**src/upc_pkg.sv**
```systemverilog
`timescale 1ns / 1ps

package upc_pkg;

    localparam int BYTE_W = 8;
    localparam int MAX_RES = 3;
    localparam int CNT_W = 2;

    localparam logic MODE_ENCODE = 1'b0;
    localparam logic MODE_DECODE = 1'b1;

    // Decode phase codes.
    localparam logic [1:0] PH_NONE = 2'd0;
    localparam logic [1:0] PH_PCT  = 2'd1;
    localparam logic [1:0] PH_HIGH = 2'd2;

    localparam logic [BYTE_W-1:0] CH_PCT   = 8'h25;
    localparam logic [BYTE_W-1:0] CH_PLUS  = 8'h2B;
    localparam logic [BYTE_W-1:0] CH_SPACE = 8'h20;
    localparam logic [BYTE_W-1:0] CH_DASH  = 8'h2D;
    localparam logic [BYTE_W-1:0] CH_DOT   = 8'h2E;
    localparam logic [BYTE_W-1:0] CH_UNDER = 8'h5F;
    localparam logic [BYTE_W-1:0] CH_TILDE = 8'h7E;

    typedef struct packed {
        logic [BYTE_W-1:0] data;
        logic              valid;
        logic              last;
    } t_result;

    typedef struct packed {
        logic [CNT_W-1:0]      count;
        t_result [MAX_RES-1:0] ent;
    } t_group;

    function automatic logic is_digit(input logic [BYTE_W-1:0] c);
        return (c >= 8'h30) && (c <= 8'h39);
    endfunction

    function automatic logic is_upper(input logic [BYTE_W-1:0] c);
        return (c >= 8'h41) && (c <= 8'h5A);
    endfunction

    function automatic logic is_lower(input logic [BYTE_W-1:0] c);
        return (c >= 8'h61) && (c <= 8'h7A);
    endfunction

    function automatic logic passes_plain(input logic [BYTE_W-1:0] c);
        return is_digit(c) || is_upper(c) || is_lower(c) || (c == CH_DASH) ||
               (c == CH_UNDER) || (c == CH_DOT) || (c == CH_TILDE);
    endfunction

    // Lowercase hex character for one nibble.
    function automatic logic [BYTE_W-1:0] hex_char(input logic [3:0] n);
        if (n < 4'd10) begin
            return 8'h30 + {4'd0, n};
        end else begin
            return 8'h57 + {4'd0, n};
        end
    endfunction

    // Digit value modulo 256; any byte is taken as a digit.
    function automatic logic [BYTE_W-1:0] digit_value(input logic [BYTE_W-1:0] c);
        logic [BYTE_W-1:0] lc;
        lc = is_upper(c) ? (c + 8'h20) : c;
        if (is_digit(c)) begin
            return c - 8'h30;
        end else begin
            return lc - 8'h57;
        end
    endfunction

endpackage

```
**src/url_percent_codec_core.sv**
```systemverilog
`timescale 1ns / 1ps

// URL form codec core.
// The input channel (i_valid / o_ready) carries one request per string byte,
// with i_in_last marking the final byte. The output channel (o_valid /
// i_ready) carries converted bytes; o_out_valid is 0 on an empty end marker,
// sent when the final byte of a string yields no data, and o_out_last flags
// the final result of each string.
// The mode register is written through i_cfg_we / i_cfg_wdata (0 encode,
// 1 decode); the user must write it only while the block is idle, and the
// block itself has no check for this. A write also drops any pending escape.
// An accepted request is held in the input register, and its results are
// loaded into the output register once it can take them; results are offered from there.
// Throughput is one request per cycle while the receiver takes every result,
// except that an encoded escape emits three bytes through the single output
// register, so such a byte holds the input until those bytes have drained.
// When the receiver stalls, the output register holds its result and the
// input register fills, after which o_ready drops until the output drains.
// Synchronous active-low reset selects encode mode, clears the pending
// escape and empties both registers.
module url_percent_codec_core (
    input  logic       i_clk,
    input  logic       i_rst_n,
    input  logic       i_valid,
    output logic       o_ready,
    input  logic [7:0] i_in_byte,
    input  logic       i_in_last,
    output logic       o_valid,
    input  logic       i_ready,
    output logic [7:0] o_out_byte,
    output logic       o_out_valid,
    output logic       o_out_last,
    input  logic       i_cfg_we,
    input  logic       i_cfg_wdata
);
    import upc_pkg::*;

    logic              r_mode;
    logic              r_in_vld;
    logic [BYTE_W-1:0] r_in_byte;
    logic              r_in_last;
    logic              out_free;
    logic              advance;
    logic              accept;
    t_group            group;
    t_result           res;

    // The held request moves on once the output register can take its results.
    assign advance = r_in_vld && out_free;
    assign o_ready = !r_in_vld || out_free;
    assign accept  = i_valid && o_ready;

    always_ff @(posedge i_clk) begin
        if (!i_rst_n) begin
            r_mode <= MODE_ENCODE;
        end else if (i_cfg_we) begin
            r_mode <= i_cfg_wdata;
        end
    end

    always_ff @(posedge i_clk) begin
        if (!i_rst_n) begin
            r_in_vld <= 1'b0;
        end else if (accept) begin
            r_in_vld <= 1'b1;
        end else if (advance) begin
            r_in_vld <= 1'b0;
        end
    end

    always_ff @(posedge i_clk) begin
        if (accept) begin
            r_in_byte <= i_in_byte;
            r_in_last <= i_in_last;
        end
    end

    upc_convert u_convert (
        .i_clk     (i_clk),
        .i_rst_n   (i_rst_n),
        .i_mode    (r_mode),
        .i_clear   (i_cfg_we),
        .i_advance (advance),
        .i_byte    (r_in_byte),
        .i_last    (r_in_last),
        .o_group   (group)
    );

    upc_out_buf u_out_buf (
        .i_clk   (i_clk),
        .i_rst_n (i_rst_n),
        .i_load  (advance),
        .i_group (group),
        .o_free  (out_free),
        .o_valid (o_valid),
        .i_ready (i_ready),
        .o_res   (res)
    );

    assign o_out_byte  = res.data;
    assign o_out_valid = res.valid;
    assign o_out_last  = res.last;

endmodule

```
**src/upc_convert.sv**
```systemverilog
`timescale 1ns / 1ps

module upc_convert (
    input  logic                 i_clk,
    input  logic                 i_rst_n,
    input  logic                 i_mode,
    input  logic                 i_clear,
    input  logic                 i_advance,
    input  logic [7:0]           i_byte,
    input  logic                 i_last,
    output upc_pkg::t_group      o_group
);
    import upc_pkg::*;

    logic [1:0]        r_phase, n_phase;
    logic [BYTE_W-1:0] r_held, n_held;
    t_group            grp;
    logic [BYTE_W-1:0] hi_v, lo_v;

    always_comb begin
        hi_v    = digit_value(r_held);
        lo_v    = digit_value(i_byte);
        grp     = '0;
        n_phase = r_phase;
        n_held  = r_held;
        if (i_mode == MODE_ENCODE) begin
            if (passes_plain(i_byte)) begin
                grp.count  = 2'd1;
                grp.ent[0] = '{data: i_byte, valid: 1'b1, last: i_last};
            end else if (i_byte == CH_SPACE) begin
                grp.count  = 2'd1;
                grp.ent[0] = '{data: CH_PLUS, valid: 1'b1, last: i_last};
            end else begin
                grp.count  = 2'd3;
                grp.ent[0] = '{data: CH_PCT, valid: 1'b1, last: 1'b0};
                grp.ent[1] = '{data: hex_char(i_byte[7:4]), valid: 1'b1, last: 1'b0};
                grp.ent[2] = '{data: hex_char(i_byte[3:0]), valid: 1'b1, last: i_last};
            end
        end else if ((r_phase == PH_PCT) && !i_last) begin
            n_held  = i_byte;
            n_phase = PH_HIGH;
        end else if (r_phase == PH_HIGH) begin
            grp.count  = 2'd1;
            grp.ent[0] = '{data: {hi_v[3:0], 4'd0} | lo_v, valid: 1'b1, last: i_last};
            n_phase    = PH_NONE;
            n_held     = '0;
        end else begin
            // Ordinary byte; also a '%' cut short by the end of the string.
            n_phase = PH_NONE;
            n_held  = '0;
            if (i_byte == CH_PCT) begin
                if (!i_last) begin
                    n_phase = PH_PCT;
                end else begin
                    grp.count  = 2'd1;
                    grp.ent[0] = '{data: '0, valid: 1'b0, last: 1'b1};
                end
            end else if (i_byte == CH_PLUS) begin
                grp.count  = 2'd1;
                grp.ent[0] = '{data: CH_SPACE, valid: 1'b1, last: i_last};
            end else begin
                grp.count  = 2'd1;
                grp.ent[0] = '{data: i_byte, valid: 1'b1, last: i_last};
            end
        end
    end

    assign o_group = grp;

    always_ff @(posedge i_clk) begin
        if (!i_rst_n || i_clear) begin
            r_phase <= PH_NONE;
            r_held  <= '0;
        end else if (i_advance) begin
            r_phase <= n_phase;
            r_held  <= n_held;
        end
    end

endmodule

```
**src/upc_out_buf.sv**
```systemverilog
`timescale 1ns / 1ps

module upc_out_buf (
    input  logic            i_clk,
    input  logic            i_rst_n,
    input  logic            i_load,
    input  upc_pkg::t_group i_group,
    output logic            o_free,
    output logic            o_valid,
    input  logic            i_ready,
    output upc_pkg::t_result o_res
);
    import upc_pkg::*;

    logic [CNT_W-1:0]      r_rem, n_rem;
    t_result [MAX_RES-1:0] r_ent, n_ent;
    logic                  take;

    assign take    = (r_rem != '0) && i_ready;
    assign o_free  = (r_rem == '0) || ((r_rem == 2'd1) && i_ready);
    assign o_valid = (r_rem != '0);
    assign o_res   = r_ent[0];

    always_comb begin
        n_rem = r_rem;
        n_ent = r_ent;
        if (take) begin
            for (int k = 0; k < MAX_RES - 1; k++) begin
                n_ent[k] = r_ent[k+1];
            end
            n_rem = r_rem - 2'd1;
        end
        if (i_load) begin
            n_ent = i_group.ent;
            n_rem = i_group.count;
        end
    end

    always_ff @(posedge i_clk) begin
        r_ent <= n_ent;
        if (!i_rst_n) begin
            r_rem <= '0;
        end else begin
            r_rem <= n_rem;
        end
    end

endmodule

```
**config.mk**
```make
export PLATFORM = sky130hd
export DESIGN_NAME = url_percent_codec_core
export DESIGN_NICKNAME = d
export VERILOG_FILES = /design/src/upc_pkg.sv /design/src/url_percent_codec_core.sv /design/src/upc_convert.sv /design/src/upc_out_buf.sv
export SDC_FILE = /design/constraint.sdc
export NUM_CORES = 1
export LEC_CHECK = 0
export BUFFER_PORTS_ARGS = -buffer_cell sky130_fd_sc_hd__buf_2
export CORE_UTILIZATION = 30
export DETAILED_ROUTE_END_ITERATION = 12
export PLACE_DENSITY = 0.51
export SYNTH_ARGS = -nofsm -noshare
export SYNTH_HDL_FRONTEND = slang
export SYNTH_HIERARCHICAL = 1
export SYNTH_SLANG_ARGS = --single-unit
```
**constraint.sdc**
```tcl
create_clock -name i_clk -period 3.67 [get_ports i_clk]
set_input_delay 0.367 -clock i_clk [delete_from_list [all_inputs] [get_ports i_clk]]
set_output_delay 0.367 -clock i_clk [all_outputs]
set_load 0.01 [all_outputs]
```
==> results of run 1 <==
==> power by group <==
part           total, mW  internal, mW  switching (mW)
registers          0.824         0.783          0.0406
clock network      0.535         0.324           0.212
logic              0.484         0.206           0.278
total               1.84          1.31           0.530
==> routing by layer <==
metal	up-vias	wire, um	track usage, %
met2	106	3830	23.8
met4	0	267	6.77
met3	21	469	2.70
li1	1302	-	-
met5	-	0	0
met1	1248	3600	19.2
==> worst paths after layout <==
kind	end	slack, ns	depth (start not counted)
setup / recovery	u_out_buf/r_ent[13]	0.33	10
hold / removal	r_in_byte[2]	0.25	1
setup reg to reg	u_out_buf/r_ent[13]	0.33	10
hold reg to reg	r_in_vld	0.50	2
==> cell usage in the layout, fill, tap and decap left out, drive strengths merged, types with 3 or more instances in the layout <==
cell,synthesis,final
o2111ai,3,3
buf,22,40
conb,1,3
ha,20,20
a22oi,8,8
nor2,27,27
nor3,7,7
a32oi,3,3
xnor2,4,4
nand3,11,11
a21boi,3,3
or3,5,5
and2,3,3
nor2b,3,3
a21oi,18,18
edfxtp,39,39
dfxtp,14,14
a31o,3,3
clkbuf,11,6
and3,3,3
mux2i,6,6
o21ai,21,21
nand2b,7,7
o211ai,4,4
nand2,24,24
mux2,20,20
a21o,3,3
inv,19,19
==> kinds of logic (layout without fill, tap and decap cells) <==
family,count (synthesis),count (layout),synth area share [%]
compound gates,90,90,18.4
buf+inv,52,67,8.33
fa+ha+maj,20,20,7.12
flops,53,53,41.3
simple gates,104,104,15.6
other cells,1,3,0.107
xor+xnor,4,4,0.997
mux,26,26,8.12
==> final cells by class <==
class / instances / area, um^2
clock buffers: 6 / 129
clock inverters: 2 / 38.8
fillers: 1188 / 7540
inverters: 19 / 71.3
multi-input cells: 247 / 1780
flip-flops and latches: 53 / 1450
well taps: 143 / 179
repair buffers: 40 / 235
==> sequential cells by signal, summed over array words and instances, names as in the netlist <==
register	cells
u_convert/r_phase	2
r_in_last	1
r_in_byte	8
u_out_buf/r_ent	20
u_out_buf/r_rem	2
u_convert/r_held	8
r_mode	1
r_in_vld	1
u_out_buf/o_res	10
==> through the flow <==
step	utilization, %	area [um^2]	std cells
global route	34.0	3880	510
CTS	34.0	3880	510
finish	34.0	3880	510
floorplan	-	3520	352
global placement	32.5	3710	502
detailed placement	32.5	3710	502
==> results.json, run 1 <==
{
  "outcome": "finished clean",
  "required_ns": 3.84,
  "slowest_delay_ns": 0.49,
  "drtPass1Iterations": 5,
  "synth_common_cells": "edfxtp_1, nand2_1, nor2_1",
  "layout-drive-gt1-share_pct": 24.0,
  "dp.final_hpwl_um": 6060,
  "syn-mean-instance-area_um2": 10.0,
  "vias_per_cell": 5.25,
  "ys_seq_area_share_pct": 41.3,
  "path_delay_family": "simple AND/OR/NAND/NOR gates",
  "critPathMaxFanout": 14,
  "core_mm2": 0.0114,
  "grt.total_usage_pct": 14.8,
  "clockBufferDepth": 2,
  "grt_max_degree": 35,
  "start_util_pct": 30.8,
  "cts_tree": "built",
  "syn2layout_area_growth_pct": 10.5,
  "clock_skew_ns": 0.00836,
  "drt_iter0_markers": 290,
  "syn-cell-area_mm2": 0.00351,
  "clk-insertion-delay-late_ns": 0.29,
  "finalHoldViolations": 0,
  "ios": 27,
  "end_kind": "flop",
  "clkTransAtPathRegs_ns": 0.07,
  "drc": 0,
  "pre_cts_slack_ns": 0.360,
  "synth_area_leader_cell": "edfxtp_1",
  "critPathKind": "reg2reg",
  "drt_wl_total_um": 8170,
  "ys.flop_type": "edfxtp_1",
  "cts_num_sinks": 53,
  "hold_ws_ns": 0.246,
  "yosysWarnings": 6,
  "die_area_mm2": 0.0121,
  "synthArstFlopShare_pct": 0,
  "grt_overflow_total": 0,
  "rsz0062_at_grt": "no",
  "grt_pass1_vias": 2472,
  "r2r-start": "r_in_byte[0]",
  "post_cts.repair.setup_buffers": 0,
  "crit_buf_inv": 2,
  "path_cells": "inv_1, ha_1, or4b_4, a311o_1, nand2_2, o311ai_4, or3_1, buf_4, a211oi_2, mux2_2",
  "finalCritPeriodShare_pct": 91.0,
  "setup_ws_ns": 0.330,
  "maxCapViolations": 0,
  "p_per_area_mw_per_mm2": 475,
  "cts_hold_buffers": 0,
  "die_h_um": 110,
  "max_freq_ghz": 0.299,
  "hp-start": "i_in_byte[2]",
  "min-delay-path-class": "in2reg",
  "slew_viol_final": 0,
  "synth.distinct_cells": 68,
  "grt_pass1_wl_um": 13300,
  "antennaDiodeCount": 0,
  "finalPower_mw": 1.84,
  "dieWidth_um": 110,
  "ir_drop_v": 0.000210,
  "final.setup.tns_ns": 0,
  "p_leak_nw": 1.46,
  "finalSetupViolCount": 0,
  "synth_edf_count": 39,
  "startpoint": "r_in_byte[0]",
  "relSlewSlack_pct": 56.2,
  "port_buffers": 26,
  "synth_top_area_share_pct": 33.3,
  "post_cts_resized": 0,
  "wl_per_cell_um": 16.0,
  "synth-seq-cells": 53,
  "num_vias": 2677,
  "cpMaxStageDelayCell": "edfxtp_1",
  "max_slew.worst_pin.slew_ns": 0.654,
  "synth_area_leaders": "edfxtp_1, dfxtp_1, ha_1, mux2_2, buf_4",
  "rows": 39,
  "synthCells": 350,
  "yosys.cell_count.top_type": "edfxtp_1",
  "crit_path_start_kind": "flop",
  "final_nets": 401,
  "arrival_ns": 3.51,
  "cts_buffers": 5,
  "cts_max_level": 2,
  "antenna_found_initial": 0,
  "place.gp.congestion": 0.888,
  "layout_min_cycle_time_ns": 3.34,
  "root_buffer": "clkbuf_16",
  "antenna_left": 0
}
Power figures use the tool's default switching activity.
==> run 2: changes to the inputs <==
- RECOVER_POWER: not set -> 25
==> run 2 against run 1 <==
Via count down 0.41%; register-to-register slack barely moved; worst setup slack lost 0.0071 ns; utilization is 0.20 points lower; combinational power fell by 2%; global-route usage did not move; non-clock buffer count unchanged; clock skew is essentially flat; first-iteration DRC count shrank 9.3%; cell count did not move; sequential power about the same; worst hold slack worse by 0.0018 ns; critical endpoint unchanged; largest power group unchanged.
==> results.json, run 2 (synthesis results as in run 1) <==
{
  "clockBufferDepth": 2,
  "ios": 27,
  "outcome": "finished clean",
  "rows": 39,
  "port_buffers": 26,
  "clk-insertion-delay-late_ns": 0.30,
  "slowest_delay_ns": 0.50,
  "antennaDiodeCount": 0,
  "largest_reg_flops": 20,
  "drt_iter0_markers": 263,
  "num_vias": 2666,
  "die_area_mm2": 0.0121,
  "cts_num_sinks": 53,
  "drtPass1Iterations": 5,
  "cts_max_level": 2,
  "reg2regPathDepth": 10,
  "dp.final_hpwl_um": 6060,
  "cts_buffers": 5,
  "final_common_cell": "edfxtp_1",
  "finalHoldViolations": 0,
  "layout-drive-gt1-share_pct": 20.7,
  "required_ns": 3.84,
  "drc": 0,
  "final_cell_mix": "edfxtp_1, nand2_1, nor2_1",
  "grt_overflow_total": 0,
  "p_leak_nw": 1.42,
  "ir_drop_v": 0.000211,
  "crit_path_start_kind": "flop",
  "max_slew.worst_pin.slew_ns": 0.651,
  "core_mm2": 0.0114,
  "path_delay_family": "simple AND/OR/NAND/NOR gates",
  "die_h_um": 110,
  "finalCritPeriodShare_pct": 91.2,
  "antenna_left": 0,
  "critPathKind": "reg2reg",
  "clkTransAtPathRegs_ns": 0.07,
  "grt.total_usage_pct": 14.8,
  "finalNonFillerCells": 510,
  "place_inst": 502,
  "p_per_area_mw_per_mm2": 475,
  "end_kind": "flop",
  "vias_per_cell": 5.23,
  "final_nets": 401,
  "maxCapViolations": 0,
  "crit_cells": 10,
  "finalSetupViolCount": 0,
  "grt_pass1_vias": 2472,
  "syn2layout_area_growth_pct": 9.83,
  "drt_wl_total_um": 8270,
  "final.setup.tns_ns": 0,
  "root_buffer": "clkbuf_16",
  "dieWidth_um": 110,
  "endpoint": "u_out_buf/r_ent[13]",
  "post_cts.repair.setup_buffers": 0,
  "place.gp.congestion": 0.888,
  "antenna_found_initial": 0,
  "cpMaxStageDelayCell": "edfxtp_1",
  "reg2reg_to": "u_out_buf/r_ent[13]",
  "start_util_pct": 30.8,
  "r2r-start": "r_in_byte[0]",
  "cts_tree": "built",
  "cts_hold_buffers": 0,
  "arrival_ns": 3.52,
  "max_freq_ghz": 0.299,
  "min-delay-path-class": "in2reg",
  "critPathMaxFanout": 14,
  "top_register": "u_out_buf/r_ent",
  "post_cts_resized": 0,
  "wl_per_cell_um": 16.2,
  "crit_buf_inv": 2,
  "startpoint": "r_in_byte[0]",
  "grt_pass1_wl_um": 13300,
  "path_cells": "inv_1, ha_1, or4b_4, a311o_1, nand2_2, o311ai_4, or3_1, buf_4, a211oi_2, mux2_2",
  "reg2reg_setup_slack_ns": 0.32,
  "grt_max_degree": 35,
  "rsz0062_at_grt": "no",
  "layout_min_cycle_time_ns": 3.35,
  "slew_viol_final": 0,
  "clock_skew_ns": 0.00868,
  "relSlewSlack_pct": 56.4
}
==> run 2: cell types whose count changed in the layout (fill, tap and decap cells not counted), sizes merged <==
cell    delta
buf       -10
clkbuf    +10
==> run 2: through the flow <==
step                total power [mW]  worst slack (ns)  instance area [um^2]  hold WS (ns)  util [%]
floorplan                       1.24             0.313                  3520         0.466         -
detailed placement              1.33             0.360                  3710         0.497      32.5
global route                    1.94             0.151                  3860         0.238      33.8
global placement                1.33             0.462                  3710         0.487      32.5
finish                          1.83             0.322                  3860         0.244      33.8
CTS                             1.87             0.326                  3880         0.238      34.0
==> run 2: worst min-delay path by stage <==
stage | from | to | slack, ns | depth (start not counted)
finish | i_in_byte[2] | r_in_byte[2] | 0.24 | 1
detailed placement | r_in_vld | r_in_vld | 0.50 | 2
global route | i_in_byte[3] | r_in_byte[3] | 0.24 | 1
global placement | r_in_vld | r_in_vld | 0.49 | 2
CTS | i_in_byte[3] | r_in_byte[3] | 0.24 | 1
floorplan | i_in_byte[0] | r_in_byte[0] | 0.47 | 0
==> run 2: cell type report <==
class,count,area (um^2)
clock buffer,6,129
inverter,19,71.3
fill,1192,7560
sequential,53,1450
multi-input combinational,247,1770
timing repair buffer,40,223
tap,143,179
clock inverter,2,38.8
==> run 2: layer usage <==
layer | track usage (%) | share of wire (%) | routed length (um) | vias up
met1 | 19.2 | 46 | 3760 | 1250
met2 | 23.8 | 47 | 3860 | 98
met5 | 0 | 0 | 0 | -
met4 | 6.77 | 2.8 | 230 | 0
li1 | - | - | - | 1301
met3 | 2.70 | 4.9 | 409 | 17
==> run 2: report_power, final <==
| group | switching [mW] | leakage [nW] | internal, mW |
|---|---|---|---|
| clock | 0.214 | 0.0810 | 0.324 |
| sequential | 0.0415 | 0.486 | 0.783 |
| combinational | 0.279 | 0.851 | 0.193 |
==> run 3: changes to the inputs <==
- CORE_UTILIZATION: 30 -> 57
- PLACE_DENSITY: 0.51 -> 0.81
==> run 3 against run 2 <==
Sequential share of layout area increased by 1.8 points; largest power group unchanged; utilization increased by 28 points; total power decreased by 10%; combinational power about the same; critical endpoint is now u_out_buf/o_res[0]; clock-buffer cell count unchanged; global-route usage increased by 12 points; non-clock buffer count decreased by 3; register-to-register slack got worse by 0.15 ns; worst setup slack got worse by 0.15 ns; largest cell class unchanged.
==> results.json, run 3 (synthesis results as in run 1) <==
{
  "outcome": "finished clean",
  "maxCapViolations": 0,
  "arrival_ns": 3.57,
  "slew_viol_final": 0,
  "cts_hold_buffers": 0,
  "p_int_mw": 1.13,
  "root_buffer": "clkbuf_8",
  "antennaDiodeCount": 0,
  "grt_max_degree": 35,
  "wl_per_cell_um": 18.3,
  "end_kind": "flop",
  "core_mm2": 0.00592,
  "drt_wl_total_um": 8020,
  "syn2layout_area_growth_pct": 4.70,
  "pwr-share-comb_pct": 28.7,
  "finalCritPeriodShare_pct": 95.2,
  "p_leak_nw": 1.37,
  "layout-drive-gt1-share_pct": 20.1,
  "clock_skew_ns": 0.00746,
  "vias_per_cell": 6.37,
  "top_layer_used": "met4",
  "slowest_delay_ns": 0.55,
  "path_cells": "inv_1, ha_1, or4b_4, a311o_1, nand2_2, o311ai_4, or3_1, and2_1, mux2_2",
  "crit_buf_inv": 1,
  "grt_pass1_wl_um": 13200,
  "post_cts_resized": 0,
  "post_cts.repair.setup_buffers": 0,
  "path_delay_family": "simple AND/OR/NAND/NOR gates",
  "power.share.switching_pct": 31.8,
  "num_vias": 2797,
  "place_area_mm2": 0.00361,
  "start_util_pct": 59.3,
  "switchingPower_mw": 0.525,
  "fin_area_mm2": 0.00368,
  "grt_pass1_vias": 2638,
  "critPathKind": "reg2reg",
  "required_ns": 3.75,
  "final_nets": 398,
  "dieWidth_um": 80.5,
  "finalHoldViolations": 0,
  "cts_buffers": 5,
  "p_per_area_mw_per_mm2": 449,
  "port_buffers": 26,
  "wl_met2_um": 3800,
  "reg2reg_setup_slack_ns": 0.18,
  "cts_max_level": 2,
  "power_frac_seq_pct": 50.0,
  "clk-insertion-delay-late_ns": 0.31,
  "finalSetupViolCount": 0,
  "final.setup.tns_ns": 0,
  "critPathMaxFanout": 9,
  "cts_num_sinks": 53,
  "hold_ws_ns": 0.221,
  "max_freq_ghz": 0.286,
  "place.gp.congestion": 0.963,
  "wl_met3_um": 595,
  "final_cell_mix": "edfxtp_1, nand2_1, nor2_1",
  "max_slew.worst_pin.slew_ns": 0.595,
  "antenna_left": 0,
  "grt_overflow_total": 0,
  "cpMaxStageDelayCell": "or3_1",
  "crit_path_start_kind": "flop",
  "drtPass1Iterations": 5,
  "drc": 0,
  "dp.final_hpwl_um": 5720,
  "clockBufferDepth": 2,
  "largest_reg_flops": 20,
  "final_common_cell": "edfxtp_1",
  "drt_iter0_markers": 247,
  "grt.total_usage_pct": 27.2,
  "ios": 27,
  "antenna_found_initial": 0,
  "rsz0062_at_grt": "no",
  "die_h_um": 80.5,
  "met1_length_um": 3340,
  "die_area_mm2": 0.00648,
  "min-delay-path-class": "in2reg",
  "cts_tree": "built",
  "p_clk_share_pct": 21.4,
  "relSlewSlack_pct": 60.2,
  "ir_drop_v": 0.000289,
  "layout_min_cycle_time_ns": 3.49,
  "top_register": "u_out_buf/r_ent",
  "clkTransAtPathRegs_ns": 0.10,
  "rows": 28
}
-- run 3: layer usage --
metal | up-vias | global-route usage [%]
met5 | - | 0
met2 | 161 | 43.3
li1 | 1298 | -
met3 | 30 | 5.00
met1 | 1308 | 35.2
met4 | 0 | 13.9
-- run 3: per-stage QoR --
stage	std cells	setup WS (ns)	util [%]	power [mW]
2_1_floorplan	352	0.313	-	1.24
3_3_place_gp	431	0.338	60.9	1.30
3_5_place_dp	431	0.239	60.9	1.32
4_1_cts	439	0.226	62.5	1.67
5_1_grt	439	0.0251	62.1	1.74
6_report	439	0.176	62.1	1.65
-- run 3: layout make-up --
cell class,count,area [um^2]
Timing Repair Buffer,37,200
Fill cell,507,2240
Tap cell,75,93.8
Clock inverter,2,12.5
Inverter,19,71.3
Clock buffer,6,82.6
Multi-Input combinational cell,247,1770
Sequential cell,53,1450
-- run 3: worst reg2reg max path, cell delays in order, from the launching register on --
cell and delay (ns):
edfxtp_1 0.52, inv_1 0.24, ha_1 0.26, or4b_4 0.50, a311o_1 0.41, nand2_2 0.13
o311ai_4 0.18, or3_1 0.55, and2_1 0.22, mux2_2 0.25
-- run 3: final timing paths --
path	from	end	cells after the start
worst max-delay path	r_in_byte[0]	u_out_buf/o_res[0]	9
worst min-delay path	i_in_byte[5]	r_in_byte[5]	1
worst max register to register	r_in_byte[0]	u_out_buf/o_res[0]	9
worst min register to register	r_in_vld	r_in_vld	2
-- run 3: power by group through the flow --
stage               clock, mW  sequential [mW]  combinational [mW]
CTS                     0.357            0.826               0.483
floorplan                   0            0.820               0.420
global placement            0            0.833               0.469
finish                  0.353            0.826               0.473
detailed placement          0            0.839               0.480
global route            0.377            0.838               0.521
